File: src/hdl/rgft_pkg.sv
// Shared types, constants and the index step table for the readability grade core.
package rgft_pkg;

    localparam int COUNT_BITS_DEF = 16;
    localparam int OUT_BITS       = 16;

    localparam logic [7:0] CH_SPACE    = 8'd32;
    localparam logic [7:0] CH_EXCLAIM  = 8'd33;
    localparam logic [7:0] CH_PERIOD   = 8'd46;
    localparam logic [7:0] CH_QUESTION = 8'd63;
    localparam logic [7:0] CH_UPPER_A  = 8'h41;
    localparam logic [7:0] CH_UPPER_Z  = 8'h5a;
    localparam logic [7:0] CH_LOWER_A  = 8'h61;
    localparam logic [7:0] CH_LOWER_Z  = 8'h7a;

    localparam logic [1:0] CAT_LOW    = 2'd0;
    localparam logic [1:0] CAT_GRADED = 2'd1;
    localparam logic [1:0] CAT_HIGH   = 2'd2;

    localparam logic [1:0] SRC_L = 2'd0;
    localparam logic [1:0] SRC_S = 2'd1;
    localparam logic [1:0] SRC_W = 2'd2;

    localparam int STEPS  = 16;
    localparam int STEP_W = $clog2(STEPS);
    localparam int Q_W    = 6;
    localparam logic [Q_W-1:0] Q_LOW = 6'd3;
    localparam logic [Q_W-1:0] Q_MAX = 6'd33;

    typedef struct packed {
        logic [7:0] char_code;
        logic       last;
    } t_in;

    typedef struct packed {
        logic [1:0]          category;
        logic [4:0]          grade_level;
        logic [OUT_BITS-1:0] letters_seen;
        logic [OUT_BITS-1:0] words_seen;
        logic [OUT_BITS-1:0] sentences_seen;
    } t_out;

    typedef struct packed {
        logic       fin;
        logic [1:0] category;
        logic [4:0] grade;
    } t_calc_res;

    typedef struct packed {
        logic [1:0] src;
        logic [3:0] shift;
        logic       neg;
        logic       to_d;
    } t_step;

    // acc = 1176*L - 5920*S - 3060*W, d = 100*W
    function automatic t_step step_entry(input logic [STEP_W-1:0] idx);
        t_step s;
        case (idx)
            4'd0:    s = '{SRC_L, 4'd10, 1'b0, 1'b0};
            4'd1:    s = '{SRC_L, 4'd7,  1'b0, 1'b0};
            4'd2:    s = '{SRC_L, 4'd4,  1'b0, 1'b0};
            4'd3:    s = '{SRC_L, 4'd3,  1'b0, 1'b0};
            4'd4:    s = '{SRC_S, 4'd12, 1'b1, 1'b0};
            4'd5:    s = '{SRC_S, 4'd10, 1'b1, 1'b0};
            4'd6:    s = '{SRC_S, 4'd9,  1'b1, 1'b0};
            4'd7:    s = '{SRC_S, 4'd8,  1'b1, 1'b0};
            4'd8:    s = '{SRC_S, 4'd5,  1'b1, 1'b0};
            4'd9:    s = '{SRC_W, 4'd11, 1'b1, 1'b0};
            4'd10:   s = '{SRC_W, 4'd10, 1'b1, 1'b0};
            4'd11:   s = '{SRC_W, 4'd3,  1'b0, 1'b0};
            4'd12:   s = '{SRC_W, 4'd2,  1'b0, 1'b0};
            4'd13:   s = '{SRC_W, 4'd6,  1'b0, 1'b1};
            4'd14:   s = '{SRC_W, 4'd5,  1'b0, 1'b1};
            4'd15:   s = '{SRC_W, 4'd2,  1'b0, 1'b1};
            default: s = '{SRC_W, 4'd0,  1'b0, 1'b0};
        endcase
        return s;
    endfunction

endpackage

File: src/hdl/readability_grade_from_text_core.sv
// Top level of the Coleman-Liau readability grade core: counters, sequencer, result register.
//
//  channel  | handshake              | payload         | transfer when
//  ---------+------------------------+-----------------+---------------------------
//  input    | start / busy           | i_in  (t_in)    | start high and busy low
//  result   | o_done strobe          | o_out (t_out)   | every cycle o_done is high
//
// A byte without last is counted and busy stays low.
// A byte with last sets busy; rgft_calc then runs 16 shift-add steps and repeated-subtract
// grading that finds the quotient q, q <= 33; the shared adder in rgft_calc serialises them.
// The result strobes for one cycle as busy drops; a new byte may transfer in that cycle.
// Reset clears the counters and the sequencer; the receiver cannot stall.
module readability_grade_from_text_core
    import rgft_pkg::*;
#(
    parameter int COUNT_BITS = COUNT_BITS_DEF
) (
    input  logic i_clk,
    input  logic i_rst_n,
    input  logic start,
    output logic busy,
    input  t_in  i_in,
    output logic o_done,
    output t_out o_out
);

    localparam logic [COUNT_BITS-1:0] CNT_MAX = '1;

    logic [COUNT_BITS-1:0] r_letters, n_letters;
    logic [COUNT_BITS-1:0] r_spaces,  n_spaces;
    logic [COUNT_BITS-1:0] r_sent,    n_sent;
    logic                  r_busy,    n_busy;
    logic                  r_done,    n_done;
    t_out                  r_out,     n_out;

    logic                  accept;
    logic                  is_letter;
    logic                  is_space;
    logic                  is_sent;
    logic [COUNT_BITS-1:0] words;
    t_calc_res             calc;

    assign accept = start && !r_busy;
    assign words  = (r_spaces == CNT_MAX) ? CNT_MAX : r_spaces + COUNT_BITS'(1);

    always_comb begin
        is_letter = i_in.char_code inside {[CH_UPPER_A:CH_UPPER_Z], [CH_LOWER_A:CH_LOWER_Z]};
        is_space  = i_in.char_code == CH_SPACE;
        is_sent   = i_in.char_code inside {CH_EXCLAIM, CH_PERIOD, CH_QUESTION};
    end

    rgft_calc #(
        .COUNT_BITS(COUNT_BITS)
    ) u_calc (
        .i_clk      (i_clk),
        .i_rst_n    (i_rst_n),
        .i_go       (accept && i_in.last),
        .i_letters  (r_letters),
        .i_sentences(r_sent),
        .i_words    (words),
        .o_res      (calc)
    );

    always_comb begin
        n_letters = r_letters;
        n_spaces  = r_spaces;
        n_sent    = r_sent;
        n_busy    = r_busy;
        n_done    = 1'b0;
        n_out     = r_out;
        if (accept) begin
            if (is_letter && r_letters != CNT_MAX) begin
                n_letters = r_letters + COUNT_BITS'(1);
            end
            if (is_space && r_spaces != CNT_MAX) begin
                n_spaces = r_spaces + COUNT_BITS'(1);
            end
            if (is_sent && r_sent != CNT_MAX) begin
                n_sent = r_sent + COUNT_BITS'(1);
            end
            if (i_in.last) begin
                n_busy = 1'b1;
            end
        end
        if (r_busy && calc.fin) begin
            n_out.category       = calc.category;
            n_out.grade_level    = calc.grade;
            n_out.letters_seen   = OUT_BITS'(r_letters);
            n_out.words_seen     = OUT_BITS'(words);
            n_out.sentences_seen = OUT_BITS'(r_sent);
            n_done    = 1'b1;
            n_busy    = 1'b0;
            n_letters = '0;
            n_spaces  = '0;
            n_sent    = '0;
        end
    end

    always_ff @(posedge i_clk) begin
        if (!i_rst_n) begin
            r_letters <= '0;
            r_spaces  <= '0;
            r_sent    <= '0;
            r_busy    <= 1'b0;
            r_done    <= 1'b0;
        end else begin
            r_letters <= n_letters;
            r_spaces  <= n_spaces;
            r_sent    <= n_sent;
            r_busy    <= n_busy;
            r_done    <= n_done;
        end
        r_out <= n_out;
    end

    assign busy   = r_busy;
    assign o_done = r_done;
    assign o_out  = r_out;

    a_done_after_busy: assert property (@(posedge i_clk) disable iff (!i_rst_n)
        o_done |-> $past(busy))
        else $error("result strobe without a busy cycle before it");

    a_last_sets_busy: assert property (@(posedge i_clk) disable iff (!i_rst_n)
        (start && !busy && i_in.last) |=> busy)
        else $error("last byte transfer did not start the calculation");

    a_cat_valid: assert property (@(posedge i_clk) disable iff (!i_rst_n)
        o_done |-> (o_out.category == CAT_LOW || o_out.category == CAT_GRADED
                    || o_out.category == CAT_HIGH))
        else $error("category code out of range");

    a_grade_zero: assert property (@(posedge i_clk) disable iff (!i_rst_n)
        (o_done && o_out.category != CAT_GRADED) |-> (o_out.grade_level == 5'd0))
        else $error("grade level nonzero outside graded category");

    a_grade_range: assert property (@(posedge i_clk) disable iff (!i_rst_n)
        (o_done && o_out.category == CAT_GRADED)
            |-> (o_out.grade_level != 5'd0 && o_out.grade_level <= 5'd16))
        else $error("graded result outside one to sixteen");

endmodule

File: src/hdl/rgft_calc.sv
// Shift-add sequencer and repeated-subtract grader sharing one adder.
module rgft_calc
    import rgft_pkg::*;
#(
    parameter int COUNT_BITS = COUNT_BITS_DEF
) (
    input  logic                  i_clk,
    input  logic                  i_rst_n,
    input  logic                  i_go,
    input  logic [COUNT_BITS-1:0] i_letters,
    input  logic [COUNT_BITS-1:0] i_sentences,
    input  logic [COUNT_BITS-1:0] i_words,
    output t_calc_res             o_res
);

    localparam int ACC_W = COUNT_BITS + 16;

    localparam logic [1:0] C_IDLE = 2'd0;
    localparam logic [1:0] C_SUM  = 2'd1;
    localparam logic [1:0] C_DIV  = 2'd2;

    logic [1:0]        r_state, n_state;
    logic [STEP_W-1:0] r_step,  n_step;
    logic [Q_W-1:0]    r_q,     n_q;
    logic [ACC_W-1:0]  r_acc,   n_acc;
    logic [ACC_W-1:0]  r_d,     n_d;

    t_step              st;
    logic [COUNT_BITS-1:0] src;
    logic [ACC_W-1:0]   op;
    logic [ACC_W-1:0]   addend;
    logic [ACC_W-1:0]   opx;
    logic [ACC_W-1:0]   sum;
    logic               stop;

    always_comb begin
        st = step_entry(r_step);
        case (st.src)
            SRC_L:   src = i_letters;
            SRC_S:   src = i_sentences;
            default: src = i_words;
        endcase
        op = ACC_W'(src) << st.shift;
        if (r_state == C_DIV) begin
            addend = r_acc;
            opx    = ~r_d + ACC_W'(1);
        end else begin
            addend = st.to_d ? r_d : r_acc;
            opx    = st.neg ? (~op + ACC_W'(1)) : op;
        end
        sum  = addend + opx;
        stop = sum[ACC_W-1] || (r_q == Q_MAX);
    end

    always_comb begin
        n_state = r_state;
        n_step  = r_step;
        n_q     = r_q;
        n_acc   = r_acc;
        n_d     = r_d;
        case (r_state)
            C_IDLE: begin
                if (i_go) begin
                    n_state = C_SUM;
                    n_step  = '0;
                    n_q     = '0;
                    n_acc   = '0;
                    n_d     = '0;
                end
            end
            C_SUM: begin
                if (st.to_d) begin
                    n_d = sum;
                end else begin
                    n_acc = sum;
                end
                n_step = r_step + STEP_W'(1);
                if (r_step == STEP_W'(STEPS - 1)) begin
                    n_state = C_DIV;
                end
            end
            C_DIV: begin
                if (stop) begin
                    n_state = C_IDLE;
                end else begin
                    n_acc = sum;
                    n_q   = r_q + Q_W'(1);
                end
            end
            default: n_state = C_IDLE;
        endcase
    end

    always_ff @(posedge i_clk) begin
        if (!i_rst_n) begin
            r_state <= C_IDLE;
            r_step  <= '0;
            r_q     <= '0;
        end else begin
            r_state <= n_state;
            r_step  <= n_step;
            r_q     <= n_q;
        end
        r_acc <= n_acc;
        r_d   <= n_d;
    end

    always_comb begin
        o_res.fin = (r_state == C_DIV) && stop;
        if (r_q < Q_LOW) begin
            o_res.category = CAT_LOW;
            o_res.grade    = '0;
        end else if (r_q >= Q_MAX) begin
            o_res.category = CAT_HIGH;
            o_res.grade    = '0;
        end else begin
            o_res.category = CAT_GRADED;
            o_res.grade    = r_q[Q_W-1:1];
        end
    end

endmodule
File: config.mk
export PLATFORM = sky130hd
export DESIGN_NAME = readability_grade_from_text_core
export DESIGN_NICKNAME = d
export VERILOG_FILES = /design/src/hdl/rgft_pkg.sv /design/src/hdl/readability_grade_from_text_core.sv /design/src/hdl/rgft_calc.sv
export SDC_FILE = /design/constraint.sdc
export NUM_CORES = 1
export LEC_CHECK = 0
export ABC_AREA = 1
export BUFFER_PORTS_ARGS = -buffer_cell sky130_fd_sc_hd__buf_2
export CAP_MARGIN = 20
export CORE_MARGIN = 2
export CORE_UTILIZATION = 40
export CTS_CLUSTER_SIZE = 16
export DETAILED_ROUTE_END_ITERATION = 12
export GPL_TIMING_DRIVEN = 0
export HOLD_SLACK_MARGIN = 0.02
export PLACE_DENSITY_LB_ADDON = 0.25
export SKIP_LAST_GASP = 1
export SLEW_MARGIN = 25
export SYNTH_ARGS = -nofsm -noshare
export SYNTH_HDL_FRONTEND = slang
export SYNTH_SLANG_ARGS = --single-unit
File: constraint.sdc
create_clock -name i_clk -period 10.7 [get_ports i_clk]
set_clock_uncertainty 0.1 [all_clocks]
set_input_delay 1.07 -clock i_clk [delete_from_list [all_inputs] [get_ports i_clk]]
set_output_delay 1.07 -clock i_clk [all_outputs]
set_load 0.02 [all_outputs]
# == Word-level counts from Yosys, hierarchy flattened ==
# Memory sizes are Yosys's and may differ from the RTL's. A register that Yosys moved wholly into a read port is not among the register bits.
# Index checks and enable logic that the tools add are counted.
# word_totals
wordCells,107
mem_bits_rw,0
regBits,181
latch_bits,0
mem_bits_ro,128
n_memories,1
# op_classes
reduce_logical,29
eq_ne,19
bitwise,3
n_mul,0
n_lt_le_gt_ge,6
add_sub_neg,8
div_mod_pow,0
shifts,1
n_mux,25
# mem_list
name,depth,word_bits,rd,rd_ports_with_merged_regs,wr,line_no,source
(no name shown),16,8,1,1,0,rgft_pkg.sv:59,case (idx)
# ops
operator,count
2-to-1 mux 32 bit,8
case mux 32 bit (3 select lines),1
adder 32 x 1 -> 32 bit (second input constant),2
NOT 32 bit,2
case mux 32 bit (2 select lines),1
adder 16 x 1 -> 16 bit (second input constant),3
!= test 16 bit (second input constant),3
adder 32 bit,1
equality test 8 x 6 -> 1 bit (second input constant),4
case mux 16 bit (2 select lines),1
left shift 16 x 4 -> 32 bit,1
equality test 16 bit (second input constant),1
greater-or-equal comparator 8 x 7 -> 1 bit (second input constant),2
less-or-equal comparator 8 x 7 -> 1 bit (second input constant),2
2-to-1 mux 16 bit,1
2-to-1 mux 4 bit,3
2-to-1 mux 6 bit,2
case mux 6 bit (2 select lines),1
AND reduction 2 bit,5
logical AND 1 bit,9
AND reduction 3 bit,3
!= test 2 x 1 -> 1 bit (second input constant),4
case mux 4 bit (2 select lines),1
2-to-1 mux 7 bit,1
20 further kinds,29

# == Logic depth before layout (Yosys ltp) ==
# Gate-level depths: netlist of run 1.
# logic_depth
word_depth,13
depth_mapped,45
mapped_depth_nobuf,43

# == Modules after synthesis ==
# From an unflattened synthesis of run 1, not the netlist that was laid out.
# unflattened
hier_cells,1845
hier_area_um2,13529.2
# by_module_without_submodules
mod,area_per_inst_um2,instances,cells_per_inst,seq_area_each_um2
rgft_calc,8615.8,1,1257,2322.2
readability_grade_from_text_core,4913.5,1,588,2652.5

# == Worst setup path before layout of run 1 ==
# OpenSTA, ideal clock, no wires.
# synth_timing
kind,register to register
start,register r_spaces[0]
end,register u_calc.r_acc[0] (enable)
required_ns,10.139
slack_ns,3.393
path_stages_with_launch,39
period_less_slack_ns,7.307
arrival_ns,6.746
path_cell_list,dfxtp_1 -> ha_1 -> nand2_2 -> nor2_4 -> nand2_4 -> inv_4 -> nand2_4 -> buf_6 -> nand3_2 -> nand3_1 -> nand3_1 -> nand2_1 -> nor2_1 -> nand2_1 -> inv_1 -> nor2_1 -> nand2_1 -> nor2_1 -> [... 3 more ...] -> a21oi_1 -> nor2_1 -> nand2_1 -> o31ai_1 -> ha_1 -> nand2_1 -> nor2_1 -> nand4_1 -> o21ai_0 -> nand3_1 -> nand2_1 -> xor2_1 -> inv_1 -> nand3_2 -> nand3_4 -> nand2_4 -> nand2_1 -> nor3_1
# synth_via
elab_chain_cells,12
word_cells_on_any_way,13
# synth_rtl
item,line_no,source
from (decl),readability_grade_from_text_core.sv:30,"logic [COUNT_BITS-1:0] r_spaces, n_spaces;"
from (signal assigned),readability_grade_from_text_core.sv:108,r_spaces <= n_spaces;
adder 16 x 1 -> 16 bit or equality test 16 bit (tied branches),readability_grade_from_text_core.sv:44,assign words = (r_spaces == CNT_MAX) ? CNT_MAX : r_spaces + COUNT_BITS'(1);
2-to-1 mux 16 bit *,readability_grade_from_text_core.sv:44,
case mux 16 bit (2 select lines) *,rgft_calc.sv:38,case (st.src)
left shift 16 x 4 -> 32 bit *,rgft_calc.sv:43,op = ACC_W'(src) << st.shift;
NOT 32 bit,rgft_calc.sv:49,opx = st.neg ? (~op + ACC_W'(1)) : op;
adder 32 x 1 -> 32 bit,rgft_calc.sv:49,
2-to-1 mux 32 bit *,rgft_calc.sv:49,
2-to-1 mux 32 bit *,rgft_calc.sv:44,if (r_state == C_DIV) begin
adder 32 bit *,rgft_calc.sv:51,sum = addend + opx;
logical OR 1 bit *,rgft_calc.sv:52,stop = sum[ACC_W-1] || (r_q == Q_MAX);
!= test 2 bit (no line) *,n/a,
AND reduction 4 bit (no line) *,n/a,
to (signal assigned),rgft_calc.sv:104,r_acc <= n_acc;
to (decl),rgft_calc.sv:25,"logic [ACC_W-1:0] r_acc, n_acc;"
# Mark *: on every way between the ends. The rest lies on a longest branch, timed or not.
# A chain may end at the register's enable or synchronous reset.

# == Final worst setup path of run 1 ==
# layout_timing
start,register r_spaces[0]
end,register u_calc.r_acc[23] (enable)
# The elaborated chain is that of the path after synthesis.

==> results.txt, run 1 <==
Gr usage total: 21.5%
RSZ-0062 raised after global routing: no
Status: complete, no violations
Num CTS Buffers: 17
CP Capture Type: register
Post-CTS sizing: 0
Port Buf Inserts: 68
Yosys cell types: 55
Crit-path slowest cell: o21ai_0
Initial DRC count: 1,009
Initial antenna violation count: 0
First-pass GRT wire length: 57.7 mm
Uppermost layer routed: met4
Dpl cells: 2,244
Clock root buffer: clkbuf_16
Post-CTS setup buffers: 0
Gpl congestion: 0.928
H-tree depth: 4
Pin count of the biggest net entering global routing: 56
Hold Crit Class: reg2reg
Clock Pin Slew Worst Setup and Hold Paths: 0.08 ns
Final net count: 1,884
Max IR drop VDD: 176 µV
CTS max path bufs: 2
TritonCTS clock tree: done
Top_reg_cell synth: edfxtp_1
Syn. warnings: 0
Hold buffer count at cts: 0
Sw Ratio: 44.5%
Yosys reg bits: 189
LEAKAGE: 6.07 nW
Area share of the largest cell type after synthesis: 27.4%
Most frequent cells in the layout: nand2_1 (338), inv_1 (214), nor2_1 (202)
WP data arrival: 7.30 ns
Antenna Cells: 0
Worst-Skew Late Latency: 0.47 ns
DRT antenna net count: 0
Area Growth Syn to Fin: 12.0%
Ports: 69
WL per Instance: 15.6 µm
Cell Count, Final, Fillers Out: 2,276
Via count: 11,840
Setup tns final: 0 ns
Crit. Startpoint: r_spaces[0]$_SDFFE_PP0P_
Layout cell share with drive strength beyond 1: 13.6%
Final period utilization: 67.6%
Syn nets: 1,792
Clk sink count: 189
Via density: 5.20
Worst r2r src: r_spaces[0]$_SDFFE_PP0P_
Initial Utilization: 40.4%
Post-DP HPWL: 27.6 mm
Maxcap violations: 0
Synth Cell Area: 13,000 µm²
P_int: 0.00184 W
Startpoint types: register
Overflow after GRT: 0
Die height: 185 µm
Worst Tran Pin Value: 0.912 ns
Yosys top cell by area: edfxtp_1
Cell mode on critical path: nand2_1
Final setup viols: 0
Die width: 185 µm
Top cells by area, synth: edfxtp_1 (27%), dfxtp_1 (11%), nand2_1 (9.7%)
Clock power share: 19.4%
Die area: 34,000 µm²
Drt total wl: 35.4 mm
Number of core rows: 66
Setup Crit Path Kind: reg2reg
Met2 wire len: 15.9 mm
EDFF count, synth: 119
Core box area: 32,300 µm²
Post-synth ARST share: 0%
Crit Path Max Fanout: 9
P per Cell Area: 228 nW/µm²
Slew Viols, Final: 0
Vias in the first global route: 11,081
CP max stage delay: 0.60 ns
Post-synthesis sequential area ratio: 38.2%
Final min period: 7.23 ns
Syn Inst Count: 1,729
Critical path required time: 10.77 ns
Max Clock Freq: 0.138 GHz
Synth Area per Inst: 7.54 µm²
Routed metal-1 wirelength: 17.2 mm
Routed wl met3: 1.52 mm
Final hold violations: 0
Seq pwr share: 32.6%
DRC viols: 0
Relative slew slack: 38.2%
Logic pwr share: 48.0%
P_sw: 0.00148 W
Most common cell after layout, fill and taps aside: nand2_1
Drt first pass iters: 7
Critical hold path startpoint: r_sent[5]$_SDFFE_PP0P_
[through the flow]
step	util [%]	total power (W)	hold WS, ns	setup slack [ns]	cell area (µm²)
after CTS	45.2	0.00333	0.377	3.41	14600
after floorplan	-	0.00225	0.330	3.39	13000
after global placement	43.1	0.00263	0.350	0.555	13900
after global routing	45.2	0.00359	0.384	2.75	14600
after detailed placement	43.4	0.00267	0.359	3.44	14000
final	45.2	0.00332	0.371	3.47	14600
[routing by layer]
metal | vias up | GRT usage, %
met5 | - | 0
met4 | 0 | 7.14
met3 | 41 | 3.22
met2 | 293 | 34.4
met1 | 5529 | 29.8
li1 | 5977 | -
[kinds of logic (layout without fill, tap and decap cells)]
kind of cell | after synthesis | after routing | share of synthesized area (%)
buffers and inverters | 279 | 384 | 8.50
adders and majority gates | 51 | 51 | 4.95
AOI/OAI and AO/OA | 269 | 269 | 11.5
xor gates and xnor gates | 61 | 61 | 4.10
DFF | 189 | 189 | 38.2
and+or+nand+nor | 875 | 875 | 32.3
muxes | 5 | 5 | 0.422
[power by group through the flow]
stage	sequential [W]	combinational (W)	clock (W)
finish	0.00108	0.00160	0.000644
global route	0.00110	0.00181	0.000685
CTS	0.00108	0.00159	0.000661
detailed placement	0.00110	0.00157	0
global placement	0.00111	0.00152	0
floorplan	0.00108	0.00117	0
[area by class of cell]
type / instances / area, µm²
repair buffers: 73 / 398
fillers: 3250 / 17700
well taps: 442 / 553
multi-input cells: 1261 / 6960
flip-flops and latches: 189 / 4970
clock inverters: 15 / 168
inverters: 226 / 853
plain buffers: 53 / 258
clock buffers: 17 / 425
[synth_stat cells, types with 20 or more instances]
| cell type | count |
|---|---|
| a21oi_1 | 91 |
| dfxtp_1 | 70 |
| xnor2_1 | 22 |
| xor2_1 | 39 |
| nand3_2 | 35 |
| nand4_1 | 33 |
| nand2_2 | 20 |
| o21ai_0 | 106 |
| clkbuf_1 | 26 |
| nand3_1 | 160 |
| ha_1 | 50 |
| nor2_1 | 203 |
| inv_1 | 215 |
| nand2_1 | 338 |
| edfxtp_1 | 119 |
[sequential cells by signal, indices dropped and copies added, names as in the netlist]
register        count
o_done              1
r_sent             16
r_spaces           16
u_calc.r_step       4
u_calc.r_state      2
u_calc.r_acc       32
o_out              55
u_calc.r_q          6
busy                1
u_calc.st           8
r_letters          16
u_calc.r_d         32
[worst paths after layout]
kind | end | slack, ns | cells past startpoint
worst min register to register | o_out[5]$_DFFE_PP_ | 0.37 | 0
worst max-delay path | u_calc.r_acc[23]$_SDFFCE_PN0P_ | 3.47 | 36
worst min-delay path | o_out[5]$_DFFE_PP_ | 0.37 | 0
worst max register to register | u_calc.r_acc[23]$_SDFFCE_PN0P_ | 3.47 | 36
[worst max-delay path: cells and delay by family, from the launching register on]
kind	cells	cell delay, ns
AOI/OAI and AO/OA	3	0.83
xor gates and xnor gates	2	0.56
adders and majority gates	2	0.67
buffers and inverters	4	0.75
DFF	1	0.47
and+or+nand+nor	25	3.53
(Power assumes the default switching activity.)
==> run 2, diff against run 1 <==
ABC_AREA = 0   (was 1)
clock period = 7.1 ns   (was 10.7 ns; I/O delays follow)
==> run 2 against run 1 <==
  * Die area is 0.88% lower
  * Register-to-register slack worse by 3.2 ns
  * Total power is 25% lower
  * Routed wire length is 4.3% higher
  * Sequential share of layout area is 1.3 points lower
  * Utilization is 2.7 points higher
  * Sequential power is 13% higher
  * Synthesized cell count is 19% lower
  * Worst setup slack worse by 3.2 ns
  * Largest cell class unchanged
==> results.txt, run 2 <==
Pin count of the biggest net entering global routing: 56 (unchanged)
Relative slew slack: 46.2% (+8.0 points)
P_int: 0.00179 W (-3.0%)
Via density: 5.90 (+13%)
EDFF count, synth: 119 (unchanged)
Setup tns final: 0 ns (unchanged)
Num CTS Buffers: 17 (unchanged)
Clk sink count: 189 (unchanged)
Logic pwr share: 10.8% (-37 points)
CP Capture Type: register
Yosys reg bits: 189 (unchanged)
H-tree depth: 4 (unchanged)
Startpoint types: register
Buffers & Inverters on Critical Path: 5 (+1)
DRT antenna net count: 0 (unchanged)
Final hold violations: 0 (unchanged)
Power, Total: 0.00248 W (-25%)
Synth Area per Inst: 9.18 µm² (+22%)
Antenna Cells: 0 (unchanged)
Worst Hold End: o_out[41]$_DFFE_PP_
Gpl congestion: 0.898 (-3.2%)
Setup Crit Path Kind: reg2reg
Most numerous cell in the Yosys netlist: nor2_1
Biggest regs: o_out: 55 flops, u_calc.r_acc: 32 flops, u_calc.r_d: 32 flops
Core box area: 31,700 µm² (-1.8%)
Final setup viols: 0 (unchanged)
Clock power share: 40.0% (+21 points)
Top_reg_cell synth: edfxtp_1
Final min period: 6.84 ns (-0.395 ns)
Slew Viols, Final: 0 (unchanged)
Main combinational cell family by area after synthesis: simple AND/OR/NAND/NOR gates
Cell family with most CP delay: compound AO/OA/AOI/OAI gates
Yosys top cell by area: edfxtp_1
Vias in the first global route: 11,003 (-0.70%)
Die area: 33,700 µm² (-0.88%)
Layout cell share with drive strength beyond 1: 19.1% (+5.5 points)
Number of core rows: 65 (-1.5%)
Syn. warnings: 0 (unchanged)
Ports: 69 (unchanged)
Max Clock Freq: 0.146 GHz (+5.8%)
Crit-path slowest cell: mux4_2
Post-synth top cells: nor2_1 (143), edfxtp_1 (119), nand2_1 (102)
Overflow after GRT: 0 (unchanged)
Gr usage total: 21.7% (+0.12 points)
WP data arrival: 6.87 ns (-0.43 ns)
Worst Tran Pin Value: 0.806 ns (-0.106 ns)
Synth Area in Compound Gates: 16.5% (+5.0 points)
WL per Instance: 19.0 µm (+22%)
Flop2flop setup slack: 0.26 ns (-3.20 ns)
First-pass GRT wire length: 57.9 mm (+0.35%)
Syn nets: 1,470 (-18%)
Hold buffer count at cts: 0 (unchanged)
Worst r2r src: r_spaces[3]$_SDFFE_PP0P_
Most frequent cells in the layout: nor2_1 (141), edfxtp_1 (119), nand2_1 (102)
Initial antenna violation count: 0 (unchanged)
Status: complete, no violations
DRC viols: 0 (unchanged)
Initial DRC count: 1,050 (+4.1%)
Crit Path Max Fanout: 14 (+5)
Post-synthesis mux area share: 6.72% (+6.3 points)
Most used routing layer: met2
Port Buf Inserts: 68 (unchanged)
Final net count: 1,594 (-15%)
Hold Slack: 0.429 ns (+0.0576 ns)
Seq pwr share: 49.2% (+17 points)
Hold Crit Class: reg2reg
R2R depth: 27 (-25%)
Met1 Track Usage GR: 29.4% (-0.42 points)
Initial Utilization: 40.7% (+0.36 points)
Via count: 11,476 (-3.1%)
Max IR drop VDD: 129 µV (-27%)
Post-synthesis sequential area ratio: 38.5% (+0.35 points)
Drt first pass iters: 5 (-2)
LEAKAGE: 5.65 nW (-6.9%)
Syn Inst Count: 1,407 (-19%)
Capturing point of the worst reg2reg path: o_out[14]$_DFFE_PP_
Clock root buffer: clkbuf_16
Drt total wl: 36.9 mm (+4.3%)
Die height: 184 µm (-0.44%)
Dpl cells: 1,882 (-16%)
Post-DP HPWL: 26.6 mm (-3.5%)
TritonCTS clock tree: done
Most common cell after layout, fill and taps aside: nor2_1
Sw Ratio: 27.9% (-17 points)
Final period utilization: 96.3% (+29 points)
Post-synth ARST share: 0% (unchanged)
P_sw: 0.000692 W (-53%)
Largest register FFs: 55 (unchanged)
CP max stage delay: 0.50 ns (-0.10 ns)
Yosys cell types: 81 (+47%)
Die width: 184 µm (-0.44%)
Area Growth Syn to Fin: 17.7%
Top cells by area, synth: edfxtp_1 (28%), dfxtp_1 (11%), ha_1 (4.8%)
Cell Count, Final, Fillers Out: 1,946 (-14%)
Core Util, Final: 47.9% (+2.7 points)
Critical hold path startpoint: r_letters[9]$_SDFFE_PP0P_
Worst-Skew Late Latency: 0.46 ns (about the same)
Largest Register: o_out
Post-synthesis xor/xnor area fraction: 8.32% (+4.2 points)
Worst hold path cell count: 0 (unchanged)
Adder-cell share of the synthesized area: 5.00% (+0.045 points)
Area share of the largest cell type after synthesis: 27.7% (+0.25 points)
GR Util met2: 34.8% (+0.43 points)
Cell mode on critical path: a21o_1
GR Layer Usage met3: 3.90% (+0.68 points)
Clock Pin Slew Worst Setup and Hold Paths: 0.09 ns (about the same)
Critical path required time: 7.13 ns (-3.64 ns)
Synth Cell Area: 12,900 µm² (-0.90%)
P per Cell Area: 163 nW/µm² (-28%)
Post-synthesis simple-gate area fraction: 21.7% (-11 points)
CTS max path bufs: 2 (unchanged)
Maxcap violations: 0 (unchanged)
==> run 2: worst register-to-register path, stage by stage, from the launching register on <==
cell and delay (ns):
dfxtp_1 0.31, buf_4 0.15, nand4_1 0.23, clkbuf_8 0.23, buf_12 0.13, o31ai_4 0.34
a31oi_2 0.16, mux4_2 0.50, mux2_4 0.29, a222oi_1 0.33, buf_4 0.18, nand4b_1 0.20
nor4_4 0.43, a31oi_1 0.14, xor2_1 0.25, a21oi_1 0.11, ha_1 0.34, a21o_1 0.16
a21o_1 0.17, a21oi_1 0.13, o21ai_1 0.09, a21o_1 0.16, a21o_1 0.15, a41oi_2 0.19
xnor3_2 0.32, a21oi_4 0.25, buf_12 0.15, and2_4 0.31
==> run 2: cells by family after synthesis <==
group	Yosys count
AND/OR/NAND/NOR	550
AO/OA/AOI/OAI	320
flip-flops	189
XOR/XNOR	121
buffers and inverters	108
multiplexers	68
adder cells (fa/ha/maj)	51
==> run 2: how the worst max path moves through the flow <==
stage | start | to | slack [ns] | cells after the start
detailed placement | u_calc.st[7]$_SDFF_PN0_ | u_calc.r_acc[1]$_SDFFCE_PN0P_ | -1.20 | 27
global placement | u_calc.st[7]$_SDFF_PN0_ | u_calc.r_acc[0]$_SDFFCE_PN0P_ | -2.21 | 25
CTS | r_spaces[1]$_SDFFE_PP0P_ | u_calc.r_acc[7]$_SDFFCE_PN0P_ | 0.0008 | 28
floorplan | r_spaces[4]$_SDFFE_PP0P_ | u_calc.r_acc[0]$_SDFFCE_PN0P_ | -0.08 | 24
global route | r_spaces[3]$_SDFFE_PP0P_ | r_sent[5]$_SDFFE_PP0P_ | -0.03 | 30
finish | r_spaces[3]$_SDFFE_PP0P_ | o_out[14]$_DFFE_PP_ | 0.26 | 27
==> run 2: metal layers <==
metal  vias to the layer above  share of wire (%)
met5                         -                  0
met4                         0                2.5
met3                        72                6.3
met2                       412                 46
met1                      5509                 45
li1                       5483                  -
==> run 2: through the flow <==
stage	setup slack [ns]	cell area [µm²]
after global placement	-2.21	13900
after global routing	-0.0307	15200
after CTS	0.000787	14900
final	0.264	15200
after floorplan	-0.0800	13100
after detailed placement	-1.20	14000
==> run 2: repair_timing <==
item	4_1_cts	5_1_grt
gates resized for setup	55	37
pin swaps	13	11
buffers inserted	22	17
gates cloned	0	3
setup endpoints to repair	149	129
==> run 2: cell type report <==
cell class / instances / area, µm²
plain buffers: 64 / 313
clock buffers: 17 / 425
clock inverters: 15 / 196
fillers: 3025 / 16500
inverters: 36 / 136
multi-input cells: 1113 / 7930
flip-flops and latches: 189 / 4980
well taps: 402 / 503
repair buffers: 110 / 713
==> run 2: power groups by stage <==
stage               logic, W  clock network (W)  registers (W)
finish              0.000267           0.000992        0.00122
global route        0.000294            0.00105        0.00122
CTS                 0.000260            0.00101        0.00122
detailed placement  0.000242                  0        0.00124
global placement    0.000231                  0        0.00124
floorplan           0.000174                  0        0.00124
